File: config.mk
export PLATFORM = sky130hd
export DESIGN_NAME = onewire_temperature_reader_top_flat
export DESIGN_NICKNAME = d
export VERILOG_FILES = /design/src/sv/owtr_pkg.sv /design/src/sv/owtr_if.sv /design/src/sv/owtr_csr.sv /design/src/sv/owtr_in_reg.sv /design/src/sv/owtr_temp.sv /design/src/sv/owtr_seq.sv /design/src/sv/onewire_temperature_reader_top.sv /design/src/flat_wrapper.sv
export SDC_FILE = /design/constraint.sdc
export NUM_CORES = 1
export LEC_CHECK = 0
export BUFFER_PORTS_ARGS = -buffer_cell sky130_fd_sc_hd__buf_2
export CAP_MARGIN = 15
export CORE_MARGIN = 5
export CORE_UTILIZATION = 62
export DETAILED_ROUTE_END_ITERATION = 12
export PLACE_DENSITY = 0.81
export SYNTH_ARGS = -nofsm -noshare
export SYNTH_HDL_FRONTEND = slang
export SYNTH_SLANG_ARGS = --single-unit
File: constraint.sdc
create_clock -name clock -period 5.9 [get_ports clock]
set_clock_uncertainty 0.05 [all_clocks]
set_input_delay 0.295 -clock clock [delete_from_list [all_inputs] [get_ports clock]]
set_output_delay 0.295 -clock clock [all_outputs]
set_load 0.05 [all_outputs]
File: src/sv/owtr_pkg.sv
`timescale 1ns / 1ps
// Shared types and constants of the 1-Wire temperature reader.
// No dependencies; owtr_csr, owtr_seq, the top and the testbench refer to it by scoped names.
package owtr_pkg;

   // ROM and function commands of the sensor
   localparam logic [7:0] CMD_SKIP_ROM = 8'hCC;
   localparam logic [7:0] CMD_CONVERT  = 8'h44;
   localparam logic [7:0] CMD_READ_SP  = 8'hBE;

   // Steps of a measurement sequence
   localparam logic [2:0] STEP_RESET_FIRST = 3'd0;
   localparam logic [2:0] STEP_RESET_CONV  = 3'd1;
   localparam logic [2:0] STEP_SKIP_CONV   = 3'd2;
   localparam logic [2:0] STEP_CONVERT     = 3'd3;
   localparam logic [2:0] STEP_CONV_WAIT   = 3'd4;
   localparam logic [2:0] STEP_RESET_READ  = 3'd5;
   localparam logic [2:0] STEP_SKIP_READ   = 3'd6;
   localparam logic [2:0] STEP_READ_CMD    = 3'd7;

   // Configuration register indexes
   localparam logic [2:0] CSR_RESET_LOW   = 3'd0;
   localparam logic [2:0] CSR_PRES_DELAY  = 3'd1;
   localparam logic [2:0] CSR_PRES_WINDOW = 3'd2;
   localparam logic [2:0] CSR_PRES_RECOV  = 3'd3;
   localparam logic [2:0] CSR_SLOT        = 3'd4;
   localparam logic [2:0] CSR_CONV_WAIT   = 3'd5;

   localparam int unsigned CONV_WAIT_BITS = 20;

   typedef enum logic [3:0] {
      PH_IDLE,
      PH_RST_LOW,
      PH_RST_WAIT,
      PH_POLL,
      PH_PRES_REC,
      PH_W_START,
      PH_W_DATA,
      PH_W_REC,
      PH_CONV,
      PH_R_START,
      PH_R_REL,
      PH_R_DATA
   } owtr_phase_type;

   typedef struct packed {
      logic [15:0] reset_low_ticks;
      logic [15:0] presence_delay_ticks;
      logic [7:0]  presence_window_ticks;
      logic [15:0] presence_recovery_ticks;
      logic [7:0]  slot_ticks;
      logic [19:0] convert_wait_ticks;
   } owtr_cfg_type;

   typedef struct packed {
      logic        line_drive_low;
      logic        busy_res;
      logic        done_res;
      logic        sensor_absent;
      logic        negative;
      logic [14:0] temp_tenths;
   } owtr_res_type;

endpackage

File: src/sv/owtr_if.sv
`timescale 1ns / 1ps
// Channel interfaces of the 1-Wire temperature reader: tick input,
// per-tick result and configuration write. No dependencies.
interface owtr_req_if;
   logic valid;
   logic ready;
   logic start_req;
   logic line_level;

   modport source (output valid, output start_req, output line_level, input ready);
   modport sink   (input valid, input start_req, input line_level, output ready);
endinterface

interface owtr_rsp_if;
   logic        valid;
   logic        ready;
   logic        line_drive_low;
   logic        busy_res;
   logic        done_res;
   logic        sensor_absent;
   logic        negative;
   logic [14:0] temp_tenths;

   modport source (output valid, output line_drive_low, output busy_res, output done_res,
                   output sensor_absent, output negative, output temp_tenths, input ready);
   modport sink   (input valid, input line_drive_low, input busy_res, input done_res,
                   input sensor_absent, input negative, input temp_tenths, output ready);
endinterface

interface owtr_csr_if;
   logic        valid;
   logic        ready;
   logic [2:0]  index;
   logic [19:0] data;

   modport source (output valid, output index, output data, input ready);
   modport sink   (input valid, input index, input data, output ready);
endinterface

File: src/sv/owtr_csr.sv
`timescale 1ns / 1ps
// Configuration registers of the 1-Wire temperature reader.
// Depends on owtr_pkg and owtr_csr_if.
module owtr_csr (
   input  logic                  clock,
   input  logic                  reset,
   owtr_csr_if.sink              csr_if,
   output owtr_pkg::owtr_cfg_type cfg
);

   owtr_pkg::owtr_cfg_type cfg_ff;

   assign csr_if.ready = 1'b1;
   assign cfg = cfg_ff;

   always_ff @(posedge clock) begin
      if (reset) begin
         cfg_ff.reset_low_ticks         <= 16'd500;
         cfg_ff.presence_delay_ticks    <= 16'd60;
         cfg_ff.presence_window_ticks   <= 8'd60;
         cfg_ff.presence_recovery_ticks <= 16'd420;
         cfg_ff.slot_ticks              <= 8'd60;
         cfg_ff.convert_wait_ticks      <= 20'd1000;
      end else if (csr_if.valid && csr_if.ready) begin
         unique case (csr_if.index)
            owtr_pkg::CSR_RESET_LOW:   cfg_ff.reset_low_ticks <= csr_if.data[15:0];
            owtr_pkg::CSR_PRES_DELAY:  cfg_ff.presence_delay_ticks <= csr_if.data[15:0];
            owtr_pkg::CSR_PRES_WINDOW: cfg_ff.presence_window_ticks <= csr_if.data[7:0];
            owtr_pkg::CSR_PRES_RECOV:  cfg_ff.presence_recovery_ticks <= csr_if.data[15:0];
            owtr_pkg::CSR_SLOT:        cfg_ff.slot_ticks <= csr_if.data[7:0];
            owtr_pkg::CSR_CONV_WAIT:   cfg_ff.convert_wait_ticks <= csr_if.data;
            default: ;
         endcase
      end
   end

endmodule

File: src/sv/owtr_in_reg.sv
`timescale 1ns / 1ps
// Input register of the 1-Wire temperature reader: holds one tick sample
// until the sequencer steps on it. Depends on owtr_req_if.
module owtr_in_reg (
   input  logic      clock,
   input  logic      reset,
   owtr_req_if.sink  req_if,
   input  logic      advance,
   output logic      item_valid,
   output logic      item_start,
   output logic      item_line
);

   logic valid_ff;
   logic start_ff;
   logic line_ff;

   assign req_if.ready = !valid_ff || advance;
   assign item_valid   = valid_ff;
   assign item_start   = start_ff;
   assign item_line    = line_ff;

   always_ff @(posedge clock) begin
      if (reset) begin
         valid_ff <= 1'b0;
      end else if (req_if.ready) begin
         valid_ff <= req_if.valid;
      end
   end

   always_ff @(posedge clock) begin
      if (req_if.valid && req_if.ready) begin
         start_ff <= req_if.start_req;
         line_ff  <= req_if.line_level;
      end
   end

endmodule

File: src/sv/owtr_temp.sv
`timescale 1ns / 1ps
// Scratchpad value to sign and rounded tenths of a degree.
// No dependencies.
module owtr_temp (
   input  logic [15:0] raw,
   output logic        negative,
   output logic [14:0] tenths
);

   logic [15:0] mag;
   logic [19:0] scaled;

   assign negative = raw[15];
   // 0x8000 negates to itself, which is the right magnitude
   assign mag      = raw[15] ? (~raw + 16'd1) : raw;
   // mag * 10 / 16, rounded half up
   assign scaled   = {1'b0, mag, 3'b000} + {3'b000, mag, 1'b0} + 20'd8;
   assign tenths   = scaled[18:4];

endmodule

File: src/sv/owtr_seq.sv
`timescale 1ns / 1ps
// Sequencer of the 1-Wire temperature reader: bus timing state machine,
// stepped once per tick. Depends on owtr_pkg and owtr_temp.
module owtr_seq #(
   parameter int unsigned TICK_COUNTER_BITS = 20
) (
   input  logic                   clock,
   input  logic                   reset,
   input  logic                   step,
   input  logic                   start,
   input  logic                   line,
   input  owtr_pkg::owtr_cfg_type cfg,
   output owtr_pkg::owtr_res_type res
);

   localparam int unsigned TW = TICK_COUNTER_BITS;
   localparam int unsigned LW = (TW > owtr_pkg::CONV_WAIT_BITS) ? TW : owtr_pkg::CONV_WAIT_BITS;
   localparam logic [LW-1:0] TMAX = LW'({TW{1'b1}});

   owtr_pkg::owtr_phase_type phase_ff, phase_in, phase_cur;
   logic [TW-1:0] tick_ff, tick_in, tick_cur, tick_inc;
   logic [7:0]    poll_ff, poll_in, poll_inc;
   logic [2:0]    bit_ff, bit_in, bit_cur;
   logic [2:0]    byte_ff, byte_in, byte_cur, byte_step;
   logic [7:0]    shift_ff, shift_in, shift_rd;
   logic [7:0]    low_ff, low_in;
   logic          neg_ff, neg_in;
   logic [14:0]   tenths_ff, tenths_in;

   logic [LW-1:0] limit_raw, limit;
   logic          timeout;
   logic          go_next;
   logic          neg_calc;
   logic [14:0]   tenths_calc;

   // A start in idle opens the first reset step on the same tick
   always_comb begin
      phase_cur = phase_ff;
      tick_cur  = tick_ff;
      bit_cur   = bit_ff;
      byte_cur  = byte_ff;
      if (phase_ff == owtr_pkg::PH_IDLE && start) begin
         phase_cur = owtr_pkg::PH_RST_LOW;
         tick_cur  = '0;
         bit_cur   = '0;
         byte_cur  = owtr_pkg::STEP_RESET_FIRST;
      end
   end

   always_comb begin
      unique case (phase_cur)
         owtr_pkg::PH_RST_LOW:  limit_raw = LW'(cfg.reset_low_ticks);
         owtr_pkg::PH_RST_WAIT: limit_raw = LW'(cfg.presence_delay_ticks);
         owtr_pkg::PH_PRES_REC: limit_raw = LW'(cfg.presence_recovery_ticks);
         owtr_pkg::PH_W_DATA:   limit_raw = LW'(cfg.slot_ticks);
         owtr_pkg::PH_CONV:     limit_raw = LW'(cfg.convert_wait_ticks);
         owtr_pkg::PH_R_DATA:   limit_raw = LW'(cfg.slot_ticks) + LW'(1);
         default:               limit_raw = '0;
      endcase
   end

   assign limit     = (limit_raw > TMAX) ? TMAX : limit_raw;
   assign tick_inc  = tick_cur + TW'(1);
   assign timeout   = LW'(tick_inc) >= limit;
   assign poll_inc  = poll_ff + 8'd1;
   assign byte_step = byte_cur + 3'd1;
   // sample the bus on the first data tick of a read slot, after the release tick
   assign shift_rd  = (tick_cur == '0) ? {line, shift_ff[7:1]} : shift_ff;

   owtr_temp u_temp (
      .raw      ({shift_rd, low_ff}),
      .negative (neg_calc),
      .tenths   (tenths_calc)
   );

   always_comb begin
      phase_in  = phase_cur;
      tick_in   = tick_cur;
      poll_in   = poll_ff;
      bit_in    = bit_cur;
      byte_in   = byte_cur;
      shift_in  = shift_ff;
      low_in    = low_ff;
      neg_in    = neg_ff;
      tenths_in = tenths_ff;
      go_next   = 1'b0;
      res.line_drive_low = 1'b0;
      res.busy_res       = phase_cur != owtr_pkg::PH_IDLE;
      res.done_res       = 1'b0;
      res.sensor_absent  = 1'b0;

      unique case (phase_cur)
         owtr_pkg::PH_IDLE: ;
         owtr_pkg::PH_RST_LOW: begin
            res.line_drive_low = 1'b1;
            tick_in = tick_inc;
            if (timeout) begin
               tick_in  = '0;
               phase_in = owtr_pkg::PH_RST_WAIT;
            end
         end
         owtr_pkg::PH_RST_WAIT: begin
            tick_in = tick_inc;
            if (timeout) begin
               poll_in  = '0;
               phase_in = owtr_pkg::PH_POLL;
            end
         end
         owtr_pkg::PH_POLL: begin
            if (!line) begin
               tick_in  = '0;
               phase_in = owtr_pkg::PH_PRES_REC;
            end else begin
               poll_in = poll_inc;
               if (poll_inc == cfg.presence_window_ticks) begin
                  // only the first reset gives up on a silent bus
                  if (byte_cur == owtr_pkg::STEP_RESET_FIRST) begin
                     res.done_res      = 1'b1;
                     res.sensor_absent = 1'b1;
                     phase_in          = owtr_pkg::PH_IDLE;
                  end else begin
                     go_next = 1'b1;
                  end
               end
            end
         end
         owtr_pkg::PH_PRES_REC: begin
            tick_in = tick_inc;
            go_next = timeout;
         end
         owtr_pkg::PH_W_START: begin
            res.line_drive_low = 1'b1;
            tick_in  = '0;
            phase_in = owtr_pkg::PH_W_DATA;
         end
         owtr_pkg::PH_W_DATA: begin
            res.line_drive_low = !shift_ff[bit_cur];
            tick_in = tick_inc;
            if (timeout) begin
               phase_in = owtr_pkg::PH_W_REC;
            end
         end
         owtr_pkg::PH_W_REC: begin
            if (bit_cur == 3'd7) begin
               go_next = 1'b1;
            end else begin
               bit_in   = bit_cur + 3'd1;
               phase_in = owtr_pkg::PH_W_START;
            end
         end
         owtr_pkg::PH_CONV: begin
            tick_in = tick_inc;
            go_next = timeout;
         end
         owtr_pkg::PH_R_START: begin
            res.line_drive_low = 1'b1;
            phase_in = owtr_pkg::PH_R_REL;
         end
         owtr_pkg::PH_R_REL: begin
            tick_in  = '0;
            phase_in = owtr_pkg::PH_R_DATA;
         end
         owtr_pkg::PH_R_DATA: begin
            shift_in = shift_rd;
            tick_in  = tick_inc;
            if (timeout) begin
               if (bit_cur != 3'd7) begin
                  bit_in   = bit_cur + 3'd1;
                  phase_in = owtr_pkg::PH_R_START;
               end else if (byte_cur == 3'd0) begin
                  low_in   = shift_rd;
                  shift_in = '0;
                  bit_in   = '0;
                  byte_in  = 3'd1;
                  phase_in = owtr_pkg::PH_R_START;
               end else begin
                  neg_in       = neg_calc;
                  tenths_in    = tenths_calc;
                  res.done_res = 1'b1;
                  phase_in     = owtr_pkg::PH_IDLE;
               end
            end
         end
         default: phase_in = owtr_pkg::PH_IDLE;
      endcase

      if (go_next) begin
         tick_in = '0;
         bit_in  = '0;
         if (byte_cur == owtr_pkg::STEP_READ_CMD) begin
            byte_in  = '0;
            shift_in = '0;
            phase_in = owtr_pkg::PH_R_START;
         end else begin
            byte_in = byte_step;
            unique case (byte_step)
               owtr_pkg::STEP_SKIP_CONV, owtr_pkg::STEP_SKIP_READ: begin
                  shift_in = owtr_pkg::CMD_SKIP_ROM;
                  phase_in = owtr_pkg::PH_W_START;
               end
               owtr_pkg::STEP_CONVERT: begin
                  shift_in = owtr_pkg::CMD_CONVERT;
                  phase_in = owtr_pkg::PH_W_START;
               end
               owtr_pkg::STEP_CONV_WAIT: phase_in = owtr_pkg::PH_CONV;
               owtr_pkg::STEP_READ_CMD: begin
                  shift_in = owtr_pkg::CMD_READ_SP;
                  phase_in = owtr_pkg::PH_W_START;
               end
               default: phase_in = owtr_pkg::PH_RST_LOW;
            endcase
         end
      end

      res.negative    = neg_in;
      res.temp_tenths = tenths_in;
   end

   always_ff @(posedge clock) begin
      if (reset) begin
         phase_ff  <= owtr_pkg::PH_IDLE;
         tick_ff   <= '0;
         poll_ff   <= '0;
         bit_ff    <= '0;
         byte_ff   <= '0;
         shift_ff  <= '0;
         low_ff    <= '0;
         neg_ff    <= 1'b0;
         tenths_ff <= '0;
      end else if (step) begin
         phase_ff  <= phase_in;
         tick_ff   <= tick_in;
         poll_ff   <= poll_in;
         bit_ff    <= bit_in;
         byte_ff   <= byte_in;
         shift_ff  <= shift_in;
         low_ff    <= low_in;
         neg_ff    <= neg_in;
         tenths_ff <= tenths_in;
      end
   end

endmodule

File: src/sv/onewire_temperature_reader_top.sv
`timescale 1ns / 1ps
// Top level of the 1-Wire temperature reader.
// Depends on owtr_pkg, the owtr interfaces, owtr_csr, owtr_in_reg and owtr_seq.

// Each input transfer is one microsecond tick carrying the sampled bus level and a
// start request; each tick yields exactly one result transfer with the bus drive,
// busy, done, absent flags and the last reading. A tick is taken every cycle while
// results drain; it passes an input register and the sequencer step into a result
// register, which holds its result until it transfers out. Throughput is one tick
// per cycle, set by the single state machine step per tick; a stalled result holds
// the input register, and req ready drops once that register is full. Write
// configuration only while no sequence runs and no ticks are in flight.
module onewire_temperature_reader_top #(
   parameter int unsigned TICK_COUNTER_BITS = 20
) (
   input  logic        clock,
   input  logic        reset,
   owtr_req_if.sink    req_if,
   owtr_rsp_if.source  rsp_if,
   owtr_csr_if.sink    csr_if
);

   owtr_pkg::owtr_cfg_type cfg;
   owtr_pkg::owtr_res_type res;
   owtr_pkg::owtr_res_type rsp_data_ff;
   logic                   rsp_valid_ff;
   logic                   advance;
   logic                   item_valid;
   logic                   item_start;
   logic                   item_line;
   logic                   step;

   assign advance = !rsp_valid_ff || rsp_if.ready;
   assign step    = item_valid && advance;

   owtr_csr u_csr (
      .clock  (clock),
      .reset  (reset),
      .csr_if (csr_if),
      .cfg    (cfg)
   );

   owtr_in_reg u_in_reg (
      .clock      (clock),
      .reset      (reset),
      .req_if     (req_if),
      .advance    (advance),
      .item_valid (item_valid),
      .item_start (item_start),
      .item_line  (item_line)
   );

   owtr_seq #(
      .TICK_COUNTER_BITS (TICK_COUNTER_BITS)
   ) u_seq (
      .clock (clock),
      .reset (reset),
      .step  (step),
      .start (item_start),
      .line  (item_line),
      .cfg   (cfg),
      .res   (res)
   );

   always_ff @(posedge clock) begin
      if (reset) begin
         rsp_valid_ff <= 1'b0;
      end else if (step) begin
         rsp_valid_ff <= 1'b1;
      end else if (rsp_if.ready) begin
         rsp_valid_ff <= 1'b0;
      end
   end

   // hold the result until the transfer completes
   always_ff @(posedge clock) begin
      if (step) begin
         rsp_data_ff <= res;
      end
   end

   assign rsp_if.valid          = rsp_valid_ff;
   assign rsp_if.line_drive_low = rsp_data_ff.line_drive_low;
   assign rsp_if.busy_res       = rsp_data_ff.busy_res;
   assign rsp_if.done_res       = rsp_data_ff.done_res;
   assign rsp_if.sensor_absent  = rsp_data_ff.sensor_absent;
   assign rsp_if.negative       = rsp_data_ff.negative;
   assign rsp_if.temp_tenths    = rsp_data_ff.temp_tenths;

   a_rsp_from_item: assert property (@(posedge clock) disable iff (reset)
      $rose(rsp_valid_ff) |-> $past(item_valid))
      else $error("result appeared without a stored tick");

   a_drive_when_busy: assert property (@(posedge clock) disable iff (reset)
      rsp_valid_ff && rsp_data_ff.line_drive_low |-> rsp_data_ff.busy_res)
      else $error("bus driven low outside a sequence");

   a_absent_with_done: assert property (@(posedge clock) disable iff (reset)
      step && res.sensor_absent |=> rsp_data_ff.done_res && rsp_valid_ff)
      else $error("absent flag without done");

endmodule

File: src/flat_wrapper.sv
// flat-port wrapper written by rule: the top's interface ports become plain ports
module onewire_temperature_reader_top_flat 
#(
   parameter int unsigned TICK_COUNTER_BITS = 20
)
  (clock, reset, req_if_valid, req_if_start_req, req_if_line_level, req_if_ready, rsp_if_valid, rsp_if_line_drive_low, rsp_if_busy_res, rsp_if_done_res, rsp_if_sensor_absent, rsp_if_negative, rsp_if_temp_tenths, rsp_if_ready, csr_if_valid, csr_if_index, csr_if_data, csr_if_ready);
  owtr_req_if req_if_i ();
  owtr_rsp_if rsp_if_i ();
  owtr_csr_if csr_if_i ();
  input  logic clock;
  input  logic reset;
  input wire logic [$bits(req_if_i.valid)-1:0] req_if_valid;
  input wire logic [$bits(req_if_i.start_req)-1:0] req_if_start_req;
  input wire logic [$bits(req_if_i.line_level)-1:0] req_if_line_level;
  output wire logic [$bits(req_if_i.ready)-1:0] req_if_ready;
  output wire logic [$bits(rsp_if_i.valid)-1:0] rsp_if_valid;
  output wire logic [$bits(rsp_if_i.line_drive_low)-1:0] rsp_if_line_drive_low;
  output wire logic [$bits(rsp_if_i.busy_res)-1:0] rsp_if_busy_res;
  output wire logic [$bits(rsp_if_i.done_res)-1:0] rsp_if_done_res;
  output wire logic [$bits(rsp_if_i.sensor_absent)-1:0] rsp_if_sensor_absent;
  output wire logic [$bits(rsp_if_i.negative)-1:0] rsp_if_negative;
  output wire logic [$bits(rsp_if_i.temp_tenths)-1:0] rsp_if_temp_tenths;
  input wire logic [$bits(rsp_if_i.ready)-1:0] rsp_if_ready;
  input wire logic [$bits(csr_if_i.valid)-1:0] csr_if_valid;
  input wire logic [$bits(csr_if_i.index)-1:0] csr_if_index;
  input wire logic [$bits(csr_if_i.data)-1:0] csr_if_data;
  output wire logic [$bits(csr_if_i.ready)-1:0] csr_if_ready;
  assign req_if_i.valid = req_if_valid;
  assign req_if_i.start_req = req_if_start_req;
  assign req_if_i.line_level = req_if_line_level;
  assign req_if_ready = req_if_i.ready;
  assign rsp_if_valid = rsp_if_i.valid;
  assign rsp_if_line_drive_low = rsp_if_i.line_drive_low;
  assign rsp_if_busy_res = rsp_if_i.busy_res;
  assign rsp_if_done_res = rsp_if_i.done_res;
  assign rsp_if_sensor_absent = rsp_if_i.sensor_absent;
  assign rsp_if_negative = rsp_if_i.negative;
  assign rsp_if_temp_tenths = rsp_if_i.temp_tenths;
  assign rsp_if_i.ready = rsp_if_ready;
  assign csr_if_i.valid = csr_if_valid;
  assign csr_if_i.index = csr_if_index;
  assign csr_if_i.data = csr_if_data;
  assign csr_if_ready = csr_if_i.ready;
  onewire_temperature_reader_top #(.TICK_COUNTER_BITS(TICK_COUNTER_BITS)) u_core (.clock(clock), .reset(reset), .req_if(req_if_i), .rsp_if(rsp_if_i), .csr_if(csr_if_i));
endmodule
======== After elaboration in Yosys (flattened, before gate mapping) ========
Index checks and enable logic that the tools add are counted.
storage, ports and cells
  register bits ........................... 178
  input port bits ......................... 30
  output and inout bits ................... 23
  logic and storage cells ................. 169
operators by class
  add/subtract/negate cells ............... 8
  $lt $le $gt $ge ......................... 3
  equality and inequality tests ........... 27
  mux-type cells .......................... 72
  bitwise logic cells ..................... 2
  reductions and logical operators ........ 32
operator list
  operator                                                               number
  20-bit one-hot mux with 6 select lines                                 1
  20-bit 2-to-1 mux                                                      5
  20-bit one-hot mux with 4 select lines                                 1
  8-bit 2-to-1 mux                                                       9
  15-bit 2-to-1 mux                                                      4
  4-bit 2-to-1 mux                                                       13
  4-bit one-hot mux with 10 select lines                                 1
  3-bit 2-to-1 mux                                                       13
  8-bit one-hot mux with 3 select lines                                  1
  3-bit equality test, second input constant                             7
  20-bit by 1-bit adder with 20-bit output, second input constant        1
  20-bit greater-or-equal comparator                                     1
  20-bit > comparator, second input constant                             1
  20-bit logical NOT                                                     1
  19-bit by 17-bit adder with 19-bit output                              1
  19-bit by 4-bit adder with 19-bit output, second input constant        1
  16-bit by 1-bit adder with 16-bit output, second input constant        1
  4-bit by 3-bit equality test with 1-bit output, second input constant  4
  4-bit equality test, second input constant                             4
  16-bit 2-to-1 mux                                                      1
  16-bit inverter                                                        1
  8-bit one-hot mux with 2 select lines                                  1
  1-bit 2-to-1 mux                                                       13
  3-bit by 2-bit equality test with 1-bit output, second input constant  4
  33 further kinds                                                       54

======== Depth between registers and ports, before layout ========
  depth in word-level cells ............... 14
  depth in mapped cells ................... 24
  gate-level depth less buffers ........... 21

======== Hierarchy ========
From an unflattened synthesis, not the netlist that was laid out.
second synthesis, totals
  cells, all modules ...................... 1260
  area, all modules ....................... 10910.5 µm²
modules (own cells, without submodules)
  module                          times used  cells an instance  area each (µm²)  sequential area each (µm²)
  owtr_seq                        1           767                5635.4           1401.3
  owtr_csr                        1           316                3374.5           1681.6
  owtr_temp                       1           145                1129.8           0.0
  onewire_temperature_reader_top  1           25                 655.6            620.6
  owtr_in_reg                     1           7                  115.1            80.1

======== Worst setup path after synthesis ========
OpenSTA, ideal clock, no wires.
  kind .................................... flip-flop to flip-flop
  start point ............................. reg u_core.u_seq.phase_ff[1]
  end point ............................... reg u_core.rsp_data_ff, in the netlist u_core.rsp_if.temp_tenths[14] (data pin)
  library setup time ...................... 260 ps
  arrival ................................. 5090 ps
  required time ........................... 5590 ps
  path slack .............................. 500 ps
  stages on the path, launching flop included .. 23
  path buffers ............................ 3
  period minus slack after synthesis ...... 5400 ps
  path through ............................ dfxtp_1 buf_2 nor4_2 nand2_1 clkbuf_1 nand2_1 ha_1 inv_1 nor2_2 a21o_1 buf_2 o31ai_1 xnor2_1 ha_1 ha_1 fa_1 a21o_1 a21o_1 a2111oi_0 o211ai_1 a41oi_1 xnor2_1 mux2_2
RTL lines
  item                    line                                  source
  from (decl)             owtr_seq.sv:20                        owtr_pkg::owtr_phase_type phase_ff, phase_in, phase_cur;
  from (signal assigned)  owtr_seq.sv:221                       phase_ff <= owtr_pkg::PH_IDLE;
  from (signal assigned)  owtr_seq.sv:231                       phase_ff <= phase_in;
  to (signal assigned)    onewire_temperature_reader_top.sv:78  rsp_data_ff <= res;
  to (decl)               onewire_temperature_reader_top.sv:25  owtr_pkg::owtr_res_type rsp_data_ff;

==> results.yml <==
sta:
  rsz0062_at_grt: "no"
  fin_ws_ns: 0.341
  hold_viol_final: 0
  tightest_slew_ns: 1.02
  fin_crit_ns: 5.56
  whs_ns: 0.0121
  fin_tns_setup_ns: 0
  period_share_pct: 94.2
  setup_viol: 0
  max_slew_margin_pct: 31.7
  drv_slew: 0
  fmax_mhz: 180
final_layout:
  fin_util_pct: 69.4
  area_delta_synth_final_pct: 9.34
  num-nets-final: 1409
  mostFrequentLayoutCells: "261 x nand2_1, 156 x dfxtp_1, 116 x a21oi_1"
  stdcell_count: 1550
  final_common_cell: "nand2_1"
  diodes: 0
  finish.instance_area_mm2: 0.0115
  drive_gt1_share_pct: 12.0
synth:
  synth_ff_type: "dfxtp_1"
  ys_types: 88
  synth_top_family_by_area: "simple AND/OR/NAND/NOR gates"
  yosys.area_share.simple_pct: 23.7
  yosys.area_share.xor_xnor_pct: 4.56
  synth-edff-count: 22
  synth_seq_cells: 178
  async_flop_share_pct: 0
  ys_warn_count: 0
  muxShareOfSynthArea_pct: 3.24
  yosys.area_share.adder_pct: 7.42
  syn_inst: 1301
  ys_seq_area_share_pct: 35.8
  synth_nets: 1393
  synth_compound_area_share_pct: 21.1
  syn_avg_cell_area_um2: 8.12
  synth_area_mm2: 0.0106
critical_path:
  worstPathArrival_ns: 5.71
  slowest_stage: "a2111oi_1"
  ff2ff_setup_slack_ns: 0.34
  rr_endpoint: "u_core.rsp_if.temp_tenths[14]$_DFFE_PP_"
  rr_worst_depth: 20
  path_depth: 20
  crit_fanout: 10
  endpoint_kind: "flip-flop"
  crit_chain: "nor4_2 > nand2_1 > nand2_1 > ha_1 > inv_1 > nor2_2 > a21o_1 > buf_4 > nand2_1 > o21ai_0 > ha_1 > ha_1 > fa_1 > a21o_1 > a21o_1 > a2111oi_1 > o211ai_1 > a41oi_1 > xnor2_1 > mux2_2"
  timing.rr.start: "u_core.u_seq.phase_ff[0]$_SDFFE_PP0P_"
  max_stage_delay_ns: 0.67
  path_class: "reg2reg"
  path_buf_inv: 2
  critPathTopFamily: "compound AO/OA/AOI/OAI gates"
  endpoint: "u_core.rsp_if.temp_tenths[14]$_DFFE_PP_"
  startpoint: "u_core.u_seq.phase_ff[0]$_SDFFE_PP0P_"
  start_kind: "flip-flop"
  required_ns: 6.05
global_routing:
  gr-total-overflow: 0
  track_usage_pct: 27.2
  grt_pass1_wl_um: 44500
  grt_pass1_vias: 9196
  grt_antenna_before_repair: 0
  grt_max_degree: 72
die:
  ios: 53
  die_w_um: 140
  initial_core_util_pct: 63.4
  die_h_um: 140
  core_mm2: 0.0166
  die_area_mm2: 0.0197
  std_cell_rows: 47
cts:
  htreeDepth: 4
  cts_root_buf: "clkbuf_16"
  cts-buffers-inserted: 17
  cts_num_sinks: 178
  cts_buffer_depth: 2
  clk_pin_slew_worst_paths_ns: 0.07
  cts_tree: "yes"
  clock_latency_ns: 0.45
detailed_routing:
  drt_iter0_drc: 1037
  antenna_left: 0
  top_layer: "met4"
  dr_wl_met3_um: 1740
  finalWirelength_um: 27400
  wl_met1_um: 11300
  vias_per_cell: 6.26
  wl_met2_um: 13200
  post_drt_wl_per_cell_um: 17.7
  vias: 9700
  drc: 0
  first_pass_iters: 6
run:
  drv_cap: 0
run_status:
  status: "completed"
place:
  hpwl_um: 18900
  pre_cts_ws_ns: 0.329
  io_buffer_count: 51
  dp.cells: 1516
  place_congestion: 0.939
  place_area_mm2: 0.0109
power_and_ir_drop:
  p_total_mw: 2.69
  power_per_cell_area_mw_per_mm2: 233
  vdd_drop_max_v: 0.000214
  leakagePower_nw: 4.66
hold_path:
  hp-class: "in2reg"
==> worst min path at each step <==
stage | startpoint | end | slack [ns] | cells after the start
CTS | req_if_start_req | u_core.u_in_reg.item_start$_DFFE_PP_ | 0.008 | 1
global route | req_if_start_req | u_core.u_in_reg.item_start$_DFFE_PP_ | 0.003 | 1
floorplan | req_if_line_level | u_core.u_in_reg.item_line$_DFFE_PP_ | 0.34 | 0
global placement | u_core.u_seq.tenths_ff[7]$_SDFFE_PP0P_ | u_core.u_seq.tenths_ff[7]$_SDFFE_PP0P_ | 0.39 | 2
detailed placement | u_core.u_csr.cfg[68]$_SDFFE_PP0P_ | u_core.u_csr.cfg[68]$_SDFFE_PP0P_ | 0.40 | 2
finish | req_if_valid | u_core.u_in_reg.item_valid$_SDFFE_PP0N_ | 0.01 | 3
==> final cells by class <==
class	count	area, µm²
Tap cell	220	275
Clock buffer	18	429
Inverter	28	105
Sequential cell	178	3780
Fill cell	1361	5100
Clock inverter	14	139
Multi-Input combinational cell	1018	6370
Timing Repair Buffer	74	445
==> repair_timing <==
item | 4_1_cts | 5_1_grt
setup endpoints to repair | 0 | 21
resized for setup | 0 | 3
endpoints found under the hold margin | 1 | 0
hold buffers | 1 | 0
setup buffers | 0 | 1
==> state kept, by name, indices dropped and copies added, names as in the netlist <==
register / cells
u_core.u_in_reg.item_valid: 1
u_core.rsp_if.done_res: 1
u_core.u_seq.tick_ff: 20
u_core.rsp_if.busy_res: 1
u_core.u_seq.phase_ff: 4
u_core.u_in_reg.item_start: 1
u_core.rsp_if.valid: 1
u_core.u_seq.tenths_ff: 15
u_core.rsp_if.negative: 1
u_core.rsp_if.temp_tenths: 15
u_core.u_seq.neg_ff: 1
u_core.u_seq.bit_ff: 3
u_core.u_in_reg.item_line: 1
u_core.rsp_if.sensor_absent: 1
u_core.u_seq.byte_ff: 3
u_core.u_seq.poll_ff: 8
u_core.u_csr.cfg: 84
u_core.u_seq.low_ff: 8
u_core.u_seq.shift_ff: 8
u_core.rsp_if.line_drive_low: 1
==> cell usage after synthesis, drive strengths merged (4+ instances only) <==
library cell | n | area share (%)
buf | 20 | 1.1
xnor2 | 34 | 2.8
nor4 | 9 | 0.59
nor3 | 27 | 1.3
nand2b | 8 | 0.47
nor2b | 7 | 0.41
or3 | 8 | 0.52
o31ai | 7 | 0.50
dfxtp | 156 | 30
mux2 | 17 | 1.8
ha | 61 | 7.2
xor2 | 21 | 1.7
nand2 | 261 | 9.3
or4 | 4 | 0.32
nand4 | 9 | 0.53
a21o | 16 | 1.1
nand3 | 56 | 2.7
mux2i | 15 | 1.4
a21oi | 117 | 5.6
a21boi | 4 | 0.32
a311oi | 5 | 0.47
inv | 28 | 1.0
o21ai | 47 | 2.3
a221oi | 17 | 1.4
or2 | 5 | 0.30
and3 | 15 | 0.89
clkbuf | 57 | 2.0
a22o | 11 | 0.91
edfxtp | 22 | 6.3
a2111oi | 5 | 0.95
and2 | 15 | 0.96
nand3b | 4 | 0.28
o22ai | 4 | 0.24
and4 | 5 | 0.46
a211oi | 19 | 1.6
nor2 | 104 | 3.7
a22oi | 31 | 2.2
==> cells by family (layout without fill, tap and decap cells) <==
family | Yosys count | count (layout)
AOI/OAI and AO/OA | 322 | 322
xor gates and xnor gates | 55 | 55
adders and majority gates | 62 | 62
buffers and inverters | 105 | 134
DFF | 178 | 178
muxes | 32 | 32
other | 1 | 1
and+or+nand+nor | 546 | 546
==> report_power, final <==
group,total (mW),switching [mW],internal [mW]
Combinational,0.294,0.204,0.0900
Clock,1.13,0.532,0.594
Sequential,1.27,0.0177,1.25
Total,2.69,0.753,1.94
==> worst register-to-register path, delay by kind of cell (launching register included) <==
family / cells / cell delay, ns
fa+ha+maj: 4 / 1.18
mux: 1 / 0.27
flops: 1 / 0.33
xor+xnor: 1 / 0.12
buf+inv: 2 / 0.34
simple gates: 5 / 1.08
compound gates: 7 / 1.97
==> routing by layer <==
| metal | track usage (%) | vias up |
|---|---|---|
| met5 | 0 | - |
| met4 | 14.6 | 0 |
| met3 | 4.43 | 89 |
| met2 | 46.0 | 401 |
| met1 | 33.3 | 4524 |
| li1 | - | 4686 |
No activity file was read; power rests on OpenSTA's default activity.
